$ cat src/hw/rtl/sctrk_pkg.sv
// ----------------------------------------------------------------------------
// sctrk_pkg - shared types and constants for the scan code modifier tracker
// Scan code set 1 byte codes, modifier and lock bit positions, state and
// event records passed between the decode stage and the output register.
// ----------------------------------------------------------------------------
package sctrk_pkg;

    // Raw byte codes
    localparam logic [7:0] SC_ESC0   = 8'hE0;
    localparam logic [7:0] SC_ESC1   = 8'hE1;
    localparam logic [7:0] SC_ERR_LO = 8'h00;
    localparam logic [7:0] SC_ERR_HI = 8'hFF;

    // Key codes (release bit removed)
    localparam logic [6:0] SC_CTRL   = 7'h1D;
    localparam logic [6:0] SC_ALT    = 7'h38;
    localparam logic [6:0] SC_LSHIFT = 7'h2A;
    localparam logic [6:0] SC_RSHIFT = 7'h36;
    localparam logic [6:0] SC_CAPS   = 7'h3A;
    localparam logic [6:0] SC_NUM    = 7'h45;
    localparam logic [6:0] SC_SCROLL = 7'h46;

    localparam int SC_RELEASE_BIT = 7;

    // Held modifier masks
    localparam logic [5:0] MB_LCTRL  = 6'b00_0001;
    localparam logic [5:0] MB_RCTRL  = 6'b00_0010;
    localparam logic [5:0] MB_LALT   = 6'b00_0100;
    localparam logic [5:0] MB_RALT   = 6'b00_1000;
    localparam logic [5:0] MB_LSHIFT = 6'b01_0000;
    localparam logic [5:0] MB_RSHIFT = 6'b10_0000;

    // Lock masks
    localparam logic [2:0] LB_CAPS   = 3'b001;
    localparam logic [2:0] LB_NUM    = 3'b010;
    localparam logic [2:0] LB_SCROLL = 3'b100;

    localparam int IN_DATA_W  = 8;
    localparam int OUT_DATA_W = 24;

    typedef struct packed {
        logic       esc_e0;
        logic       esc_e1;
        logic [5:0] mods;
        logic [2:0] locks;
    } t_state;

    typedef struct packed {
        logic [2:0] lock_states;
        logic [5:0] held_modifiers;
        logic       prefix_e1;
        logic       prefix_e0;
        logic       released;
        logic [6:0] key_code;
    } t_event;

endpackage

$ cat src/hw/rtl/sctrk_decode.sv
// ----------------------------------------------------------------------------
// sctrk_decode - per-byte decode of scan code set 1
// Computes the next tracker state and the key event, if any, for one byte.
// ----------------------------------------------------------------------------
module sctrk_decode (
    input  logic [7:0]        i_byte,
    input  sctrk_pkg::t_state i_state,
    output sctrk_pkg::t_state o_state,
    output logic              o_emit,
    output sctrk_pkg::t_event o_event
);

    logic       w_up;
    logic [6:0] w_code;
    logic [5:0] w_mask;
    logic       w_held;

    assign w_up   = i_byte[sctrk_pkg::SC_RELEASE_BIT];
    assign w_code = i_byte[6:0];

    // event always reflects the state as it was when the key arrived
    assign o_event.key_code       = w_code;
    assign o_event.released       = w_up;
    assign o_event.prefix_e0      = i_state.esc_e0;
    assign o_event.prefix_e1      = i_state.esc_e1;
    assign o_event.held_modifiers = i_state.mods;
    assign o_event.lock_states    = i_state.locks;

    always_comb begin
        w_mask = '0;
        w_held = 1'b0;
        case (w_code)
            sctrk_pkg::SC_CTRL: begin
                w_mask = i_state.esc_e0 ? sctrk_pkg::MB_RCTRL : sctrk_pkg::MB_LCTRL;
                w_held = 1'b1;
            end
            sctrk_pkg::SC_ALT: begin
                w_mask = i_state.esc_e0 ? sctrk_pkg::MB_RALT : sctrk_pkg::MB_LALT;
                w_held = 1'b1;
            end
            sctrk_pkg::SC_LSHIFT: begin
                w_mask = sctrk_pkg::MB_LSHIFT;
                w_held = 1'b1;
            end
            sctrk_pkg::SC_RSHIFT: begin
                w_mask = sctrk_pkg::MB_RSHIFT;
                w_held = 1'b1;
            end
            default: begin
                w_mask = '0;
                w_held = 1'b0;
            end
        endcase
    end

    always_comb begin
        o_state = i_state;
        o_emit  = 1'b0;
        if (i_byte == sctrk_pkg::SC_ESC0) begin
            o_state.esc_e0 = 1'b1;
        end else if (i_byte == sctrk_pkg::SC_ESC1) begin
            o_state.esc_e1 = 1'b1;
        end else if (i_byte == sctrk_pkg::SC_ERR_LO || i_byte == sctrk_pkg::SC_ERR_HI) begin
            o_state = i_state;
        end else begin
            if (w_held) begin
                o_state.mods = w_up ? (i_state.mods & ~w_mask) : (i_state.mods | w_mask);
            end
            case (w_code)
                sctrk_pkg::SC_CTRL, sctrk_pkg::SC_ALT: begin
                    o_state.esc_e0 = 1'b0;
                    o_state.esc_e1 = 1'b0;
                end
                // shift keeps the prefixes
                sctrk_pkg::SC_LSHIFT, sctrk_pkg::SC_RSHIFT: begin
                    o_state.esc_e0 = i_state.esc_e0;
                end
                sctrk_pkg::SC_CAPS: begin
                    if (!w_up) o_state.locks = i_state.locks ^ sctrk_pkg::LB_CAPS;
                end
                sctrk_pkg::SC_NUM: begin
                    if (!w_up) o_state.locks = i_state.locks ^ sctrk_pkg::LB_NUM;
                end
                sctrk_pkg::SC_SCROLL: begin
                    if (!w_up) o_state.locks = i_state.locks ^ sctrk_pkg::LB_SCROLL;
                end
                default: begin
                    o_emit         = 1'b1;
                    o_state.esc_e0 = 1'b0;
                    o_state.esc_e1 = 1'b0;
                end
            endcase
        end
    end

endmodule

$ cat src/hw/rtl/sctrk_out_reg.sv
// ----------------------------------------------------------------------------
// sctrk_out_reg - result register for key events
// Holds one event until the downstream side takes it; reloads in the same
// cycle that the held event leaves.
// ----------------------------------------------------------------------------
module sctrk_out_reg (
    input  logic                                i_clk,
    input  logic                                i_rst_n,
    input  logic                                i_load,
    input  sctrk_pkg::t_event                   i_event,
    output logic                                o_free,
    output logic                                o_m_tvalid,
    input  logic                                i_m_tready,
    output logic [sctrk_pkg::OUT_DATA_W-1:0]    o_m_tdata
);

    localparam int EV_W = $bits(sctrk_pkg::t_event);

    logic              r_valid;
    sctrk_pkg::t_event r_event;

    assign o_free     = !r_valid || i_m_tready;
    assign o_m_tvalid = r_valid;
    assign o_m_tdata  = {{(sctrk_pkg::OUT_DATA_W - EV_W){1'b0}}, r_event};

    always_ff @(posedge i_clk) begin
        if (!i_rst_n) begin
            r_valid <= 1'b0;
        end else if (o_free) begin
            r_valid <= i_load;
        end
    end

    always_ff @(posedge i_clk) begin
        if (o_free && i_load) begin
            r_event <= i_event;
        end
    end

endmodule

$ cat src/hw/rtl/scancode_modifier_tracker_unit.sv
// ----------------------------------------------------------------------------
// scancode_modifier_tracker_unit - scan code set 1 modifier tracker
// Decodes raw keyboard bytes, tracks held ctrl/alt/shift and lock toggles,
// and emits one event per ordinary key press or release.
// ----------------------------------------------------------------------------
// Usage:
//   Slave channel (i_s_*): one raw scan byte per item, from the keyboard
//   controller. Master channel (o_m_*): one key event per item.
//   E0/E1 escapes, the error bytes 00/FF, modifier keys (ctrl, alt, shift)
//   and lock keys (caps, num, scroll) update internal state only and
//   produce no event. Every other byte produces exactly one event carrying
//   the state as it stood before that byte.
//   Path: an accepted byte sits in the input register; from there its
//   event moves into the result register, which drives o_m_tvalid.
//   Throughput: one byte per cycle unless held back by a stall (below),
//   set by the state update loop in the decode stage.
//   Stall: a full result register that is not taken holds back only bytes
//   that produce events; state-only bytes keep flowing. Once the input
//   register also holds an event byte, o_s_tready drops until the result
//   register drains.
//   Reset (i_rst_n low, synchronous): no modifiers held, all locks off,
//   no prefixes, both registers empty.
// ----------------------------------------------------------------------------
module scancode_modifier_tracker_unit (
    input  logic                                i_clk,
    input  logic                                i_rst_n,
    // slave: tdata[7:0] scan_byte
    input  logic                                i_s_tvalid,
    output logic                                o_s_tready,
    input  logic [sctrk_pkg::IN_DATA_W-1:0]     i_s_tdata,
    // master: tdata[6:0] key_code, [7] released, [8] prefix_e0,
    //         [9] prefix_e1, [15:10] held_modifiers, [18:16] lock_states,
    //         [23:19] zero
    output logic                                o_m_tvalid,
    input  logic                                i_m_tready,
    output logic [sctrk_pkg::OUT_DATA_W-1:0]    o_m_tdata
);

    // input register
    logic              r_in_valid;
    logic [7:0]        r_in_byte;

    // tracker state
    sctrk_pkg::t_state r_state;
    sctrk_pkg::t_state n_state;

    logic              w_emit;
    sctrk_pkg::t_event w_event;
    logic              w_out_free;
    logic              w_go;

    // the staged byte moves on unless it needs a result slot that is busy
    assign w_go       = r_in_valid && (!w_emit || w_out_free);
    assign o_s_tready = !r_in_valid || w_go;

    always_ff @(posedge i_clk) begin
        if (!i_rst_n) begin
            r_in_valid <= 1'b0;
        end else if (o_s_tready) begin
            r_in_valid <= i_s_tvalid;
        end
    end

    always_ff @(posedge i_clk) begin
        if (o_s_tready && i_s_tvalid) begin
            r_in_byte <= i_s_tdata;
        end
    end

    always_ff @(posedge i_clk) begin
        if (!i_rst_n) begin
            r_state <= '0;
        end else if (w_go) begin
            r_state <= n_state;
        end
    end

    sctrk_decode u_decode (
        .i_byte  (r_in_byte),
        .i_state (r_state),
        .o_state (n_state),
        .o_emit  (w_emit),
        .o_event (w_event)
    );

    sctrk_out_reg u_out_reg (
        .i_clk      (i_clk),
        .i_rst_n    (i_rst_n),
        .i_load     (r_in_valid && w_emit),
        .i_event    (w_event),
        .o_free     (w_out_free),
        .o_m_tvalid (o_m_tvalid),
        .i_m_tready (i_m_tready),
        .o_m_tdata  (o_m_tdata)
    );

    // ------------------------------------------------------------------------
    // Assertions
    // ------------------------------------------------------------------------

    // error bytes leave the tracker state untouched
    a_err_no_change: assert property (@(posedge i_clk) disable iff (!i_rst_n)
        (w_go && (r_in_byte == sctrk_pkg::SC_ERR_LO || r_in_byte == sctrk_pkg::SC_ERR_HI))
        |=> $stable(r_state))
        else $error("state changed on error byte");

    // prefixes are consumed by every emitted event
    a_emit_clears_prefix: assert property (@(posedge i_clk) disable iff (!i_rst_n)
        (w_go && w_emit) |=> (!r_state.esc_e0 && !r_state.esc_e1 && o_m_tvalid))
        else $error("event did not clear prefixes or was not registered");

    // a blocked byte stays staged and state waits with it
    a_stall_holds: assert property (@(posedge i_clk) disable iff (!i_rst_n)
        (r_in_valid && !w_go) |=> (r_in_valid && $stable(r_in_byte) && $stable(r_state)))
        else $error("stalled byte lost or state advanced");

endmodule
$ cat config.mk
export PLATFORM = sky130hd
export DESIGN_NAME = scancode_modifier_tracker_unit
export DESIGN_NICKNAME = d
export VERILOG_FILES = /design/src/hw/rtl/sctrk_pkg.sv /design/src/hw/rtl/sctrk_decode.sv /design/src/hw/rtl/sctrk_out_reg.sv /design/src/hw/rtl/scancode_modifier_tracker_unit.sv
export SDC_FILE = /design/constraint.sdc
export NUM_CORES = 1
export LEC_CHECK = 0
export BUFFER_PORTS_ARGS = -buffer_cell sky130_fd_sc_hd__buf_2
export CELL_PAD_IN_SITES_DETAIL_PLACEMENT = 1
export CELL_PAD_IN_SITES_GLOBAL_PLACEMENT = 1
export CORE_MARGIN = 8
export CORE_UTILIZATION = 37
export DETAILED_ROUTE_END_ITERATION = 10
export GPL_TIMING_DRIVEN = 0
export PLACE_DENSITY = 0.84
export RECOVER_POWER = 25
export SYNTH_ARGS = -nofsm -noshare
export SYNTH_HDL_FRONTEND = slang
export SYNTH_SLANG_ARGS = --single-unit
$ cat constraint.sdc
create_clock -name i_clk -period 3.1 [get_ports i_clk]
set_clock_uncertainty 0.05 [all_clocks]
set_input_delay 0.31 -clock i_clk [delete_from_list [all_inputs] [get_ports i_clk]]
set_output_delay 0.31 -clock i_clk [all_outputs]
set_load 0.005 [all_outputs]
### After elaboration in Yosys (flattened, before gate mapping)

Index checks and enable logic that the tools add are counted.

* input bits: 12
* word-level logic and storage cells: 83
* output and inout bits: 26
* flip-flop bits (word level): 40

* mux-type cells: 19
* reduce and logical (&&, ||, !) cells: 21
* bitwise logic cells: 13
* eq/ne operators: 15

Operators with widths (number)
* $eq A7 B6 Y1 const B: 4
* $eq A8 B8 Y1 const B: 3
* $pmux W6 S4: 1
* $reduce_and A8 Y1: 3
* $eq A7 B7 Y1 const B: 2
* $mux W6: 2
* $mux W11: 1
* $mux W1: 10
* $ne A2 B1 Y1 const B: 5
* $not A1 Y1: 10
* $pmux W3 S3: 1
* $logic_not A8 Y1: 1
* $reduce_and A4 Y1: 2
* $eq A7 B5 Y1 const B: 1
* $reduce_or A7 Y1: 1
* $and A6 B6 Y6: 1
* $not A6 Y6: 1
* $or A6 B6 Y6: 1
* $reduce_and A5 Y1: 1
* $reduce_or A5 Y1: 1
* $logic_and A1 B1 Y1: 4
* $logic_or A1 B1 Y1: 4
* $mux W2: 2
* $mux W4: 1
* 3 further kinds: 5

### Longest topological paths before layout

* word-level depth: 11
* gate-level depth with buffers: 6
* depth with buffers taken out: 5

### By module

A second synthesis with hierarchy kept.

* cell total of the unflattened synthesis: 174
* area, all modules: 1959.4 um^2

By module, submodules not included
* scancode_modifier_tracker_unit: sequential area each 480.5 um^2, times used 1, cells each 63, area each 752.0 um^2
* sctrk_out_reg: sequential area each 590.6 um^2, times used 1, cells each 30, area each 669.4 um^2
* sctrk_decode: sequential area each 0.0 um^2, times used 1, cells each 81, area each 538.0 um^2

### Worst setup path before layout

No wires, ideal clock.

* path type: flip-flop to flip-flop
* from: register r_in_byte[0]
* to: register u_out_reg.r_event (netlist bit u_out_reg.o_m_tdata[0]), enable pin
* arrival time: 2788 ps
* setup time: 423 ps
* cell stages (with the launch flop): 7
* setup slack: -161 ps
* period minus slack after synthesis: 3261 ps
* path through: edfxtp_1 -> buf_6 -> nor2b_1 -> or2_0 -> a22oi_1 -> nand3b_1 -> nor3b_1

* word-level cells in the longest chain between the ends: 8
* elaborated cells on any way between the ends: 19
* classes of those cells: 10 x eq/ne; 4 x mux; 5 x reduce/logical

RTL lines
* start: declaration: RTL line scancode_modifier_tracker_unit.sv:41 `logic [7:0] r_in_byte;`
* start signal: assignment: RTL line scancode_modifier_tracker_unit.sv:66 `r_in_byte <= i_s_tdata;`
* $eq A7 B7 Y1, or another cell as far along: RTL line sctrk_decode.sv:69 `case (w_code)`
* $reduce_or A7 Y1 (no source line)
* $mux W1: RTL line sctrk_decode.sv:69
* $mux W1: RTL line sctrk_decode.sv:63 `end else if (i_byte == sctrk_pkg::SC_ERR_LO || i_byte == sctrk_pkg::SC_ERR_HI) begin`
* $mux W1: RTL line sctrk_decode.sv:61 `end else if (i_byte == sctrk_pkg::SC_ESC1) begin`
* $mux W1 (*): RTL line sctrk_decode.sv:59 `if (i_byte == sctrk_pkg::SC_ESC0) begin`
* $logic_and A1 B1 Y1 (*): RTL line scancode_modifier_tracker_unit.sv:89 `.i_load (r_in_valid && w_emit),`
* $logic_and A1 B1 Y1 (*): RTL line sctrk_out_reg.sv:35 `if (o_free && i_load) begin`
* end signal: assignment: RTL line sctrk_out_reg.sv:36 `r_event <= i_event;`
* end: declaration: RTL line sctrk_out_reg.sv:20 `sctrk_pkg::t_event r_event;`

Mark *: on every way between the ends. The rest lies on a longest branch, timed or not.
A chain may end at the register's enable or synchronous reset.

### Worst setup path after layout

* from: register r_in_byte[2]
* to: output o_s_tready

* word-level cells in the longest chain between the ends: 10
* elaborated cells on any way between the ends: 21
* classes of those cells: 10 x eq/ne; 4 x mux; 7 x reduce/logical

RTL lines
* $eq A7 B7 Y1, or another cell as far along: RTL line sctrk_decode.sv:69
* $reduce_or A7 Y1 (no source line)
* $mux W1: RTL line sctrk_decode.sv:69
* $mux W1: RTL line sctrk_decode.sv:63
* $mux W1: RTL line sctrk_decode.sv:61
* $mux W1 (*): RTL line sctrk_decode.sv:59
* $logic_not A1 Y1 (*): RTL line scancode_modifier_tracker_unit.sv:53 `assign w_go = r_in_valid && (!w_emit || w_out_free);`
* $logic_or A1 B1 Y1 (*): RTL line scancode_modifier_tracker_unit.sv:53
* $logic_and A1 B1 Y1 (*): RTL line scancode_modifier_tracker_unit.sv:53
* $logic_or A1 B1 Y1 (*): RTL line scancode_modifier_tracker_unit.sv:54 `assign o_s_tready = !r_in_valid || w_go;`
* end: declaration: RTL line scancode_modifier_tracker_unit.sv:29 `output logic o_s_tready,`

Marked as above.

==> impl_metrics.toml <==
[power_and_ir_drop]
swShare_pct = 22.75
p_leak_nw = 0.7794
combinationalPowerShare_pct = 7.0
p_sw_mw = 0.2281
intPower_mw = 0.7744
p_total_mw = 1.003
p_seq_share_pct = 60.4
ir_worst_vdd_mv = 0.1819
power.density_nw_per_um2 = 512.3
power.clock.fraction_pct = 32.6

[setup_path]
critPathMaxFanout = 9
cp_num_buf_inv = 1
max_stage_delay_ns = 0.52
slowest_stage = "edfxtp_1"
crit_type = "reg2out"
startpoint_type = "flop"
crit_chain = "and2b_2, and3_1, a22oi_1, nand3b_1, or2_2, buf_2"
critical_path_required_ns = 2.74
critPathTopFamily = "simple AND/OR/NAND/NOR gates"
end_kind = "primary output"
critPathArrivalTime_ns = 2.37
r2r_slack_ns = 0.66

[final_layout]
final_nets = 181
multi_input_comb_area_sq_um = 499.2
layout_commonest_cell = "buf_2"
diodes = 0
fillers = 476
layout_common_cells = "buf_2, edfxtp_1, dfxtp_1, nand2_1, nor2_1"
area_growth_pct = 21.71
stdcell_count = 222
register_area_sq_um = 1071
drive_gt1_share_pct = 30.59

[clock_network]
cts_sinks = 40
cts_max_path_buffers = 2
cts_root_buf = "clkbuf_8"
clk_pin_slew_ns = 0.08
numCtsBuffers = 5
htree_levels = 2
insertion_delay_ns = 0.29
cts_tree = "yes"

[synth]
synth.distinct_cells = 40
syn_inst = 126
synth.area.top_cells = "edfxtp_1, dfxtp_1, nand2_1"
synth_seq_cells = 40
ys_seq_area_share_pct = 66.61
syn-mean-instance-area_sq_um = 12.76
yosysWarnings = 0
yosysTopAreaCellShare_pct = 50.43
yosysTopAreaCell = "edfxtp_1"
syn_area_sq_um = 1608

[placement]
place_congestion = 0.7956
placedCellCount = 213
dp_hpwl_mm = 2.662
io_buffers = 31

[sta]
rsz0062_at_grt = "false"
finalSetupViolations = 0
final_hold_viol_count = 0
fin_crit_sh_pct = 87.98
fmax_ghz = 0.3666
slew_violations = 0
min_period_ns = 2.728
hold_slack_ns = 0.1386

[grt]
grt_use_total_pct = 11.41
grt_max_degree = 20
grt_pass1_wl_mm = 5.796
grt_overflow = 0
antenna_found_initial = 0
grt_pass1_vias = 1199

[floorplanning]
num_io_pins = 38
core_sq_um = 4264
num_rows = 24
initial_utilization_pct = 37.71
die_area_sq_um = 6711
die_x_um = 81.92
die_h_um = 81.92

[routing]
drtIter0Drc = 32
drt_first_pass_iters = 4
routed_wl_mm = 3.680
routedWlPerCell_um = 16.58
drcViolationCount = 0
viasPerCell = 4.946
final_antenna_net_count = 0
vias = 1098

[run]
drv_cap = 0

[run_status]
status = "completed"

[hold_path]
min_path_type = "in2reg"
## logic make-up after synthesis
logic type	synth area share, %
xor+xnor	1.635
simple gates	18.76
other cells	0.2332
mux	2.490
buf+inv	3.969
compound gates	6.304
flops	66.61
## timing repair
item | in CTS | in global routing
hold buffers | 0 | 0
gates resized for setup | 1 | 0
buffers inserted | 0 | 1
pin swaps | 0 | 1
endpoints found under the setup margin | 19 | 19
## cell usage after synthesis, drive strengths merged
cell     n
nand3b   4
nand3    2
dfxtp   13
and3     2
and3b    1
a22oi    1
a21oi    3
nand2b   1
nor2     9
nor3     2
a31oi    1
or3      3
o21a     1
o21ai    4
nor2b    3
nor4     1
or3b     1
and4bb   1
and2b    1
o31ai    1
mux2i    4
o221a    1
xnor2    1
a211oi   1
nand4    5
inv      3
xor2     2
a41o     1
conb     1
and2     1
edfxtp  27
or2      3
buf      7
o41ai    1
nor3b    2
nand2   11
## final timing paths
check,start,endpoint,cells after the start
setup / recovery,r_in_byte[2],o_s_tready,6
hold / removal,i_s_tdata[5],r_in_byte[5],1
setup reg to reg,r_in_byte[2],u_out_reg.o_m_tdata[15],6
hold reg to reg,flop,u_out_reg.o_m_tdata[10],0
## per-layer routing
metal	up-vias	GRT usage [%]	part of all wire (%)
met5	-	0	0
met4	0	4.737	1.8
met3	7	3.501	5.5
met2	30	21.23	54
met1	522	11.45	38
li1	539	-	-
## per-stage QoR
stage / utilization [%] / area (sq um) / TNS, ns / setup WS [ns]
final: 45.89 / 1957 / 0 / 0.3725
after global routing: 45.89 / 1957 / 0 / 0.1896
after global placement: 43.34 / 1848 / 0 / 0.04969
after detailed placement: 43.34 / 1848 / -3.164 / -0.1670
after CTS: 45.42 / 1937 / 0 / 0.1618
after floorplan: - / 1628 / 0 / 0.5013
## area by class of cell
type / instances / share of cell area (%)
buffer: 7 / 2.685
clock buffer: 5 / 3.517
clock inverter: 3 / 0.7033
inverter: 3 / 0.5754
multi-input combinational: 80 / 25.51
sequential: 40 / 54.73
tap: 52 / 3.325
timing repair buffer: 32 / 8.951
## worst reg2reg max path, cell delays in order (launching register included)
cell      delay, ns
edfxtp_1       0.52
and2b_2        0.26
and3_1         0.20
a22oi_1        0.29
nand3b_1       0.32
nor3b_4        0.32
buf_12         0.20
## power groups by stage
stage               sequential [mW]  clock [mW]  combinational, mW
floorplan                     0.615           0             0.0357
global placement              0.616           0             0.0611
detailed placement            0.618           0             0.0645
CTS                           0.606       0.334             0.0663
global route                  0.608       0.356             0.0776
finish                        0.606       0.327             0.0702
Note: power is estimated with default switching activity, not from simulation.
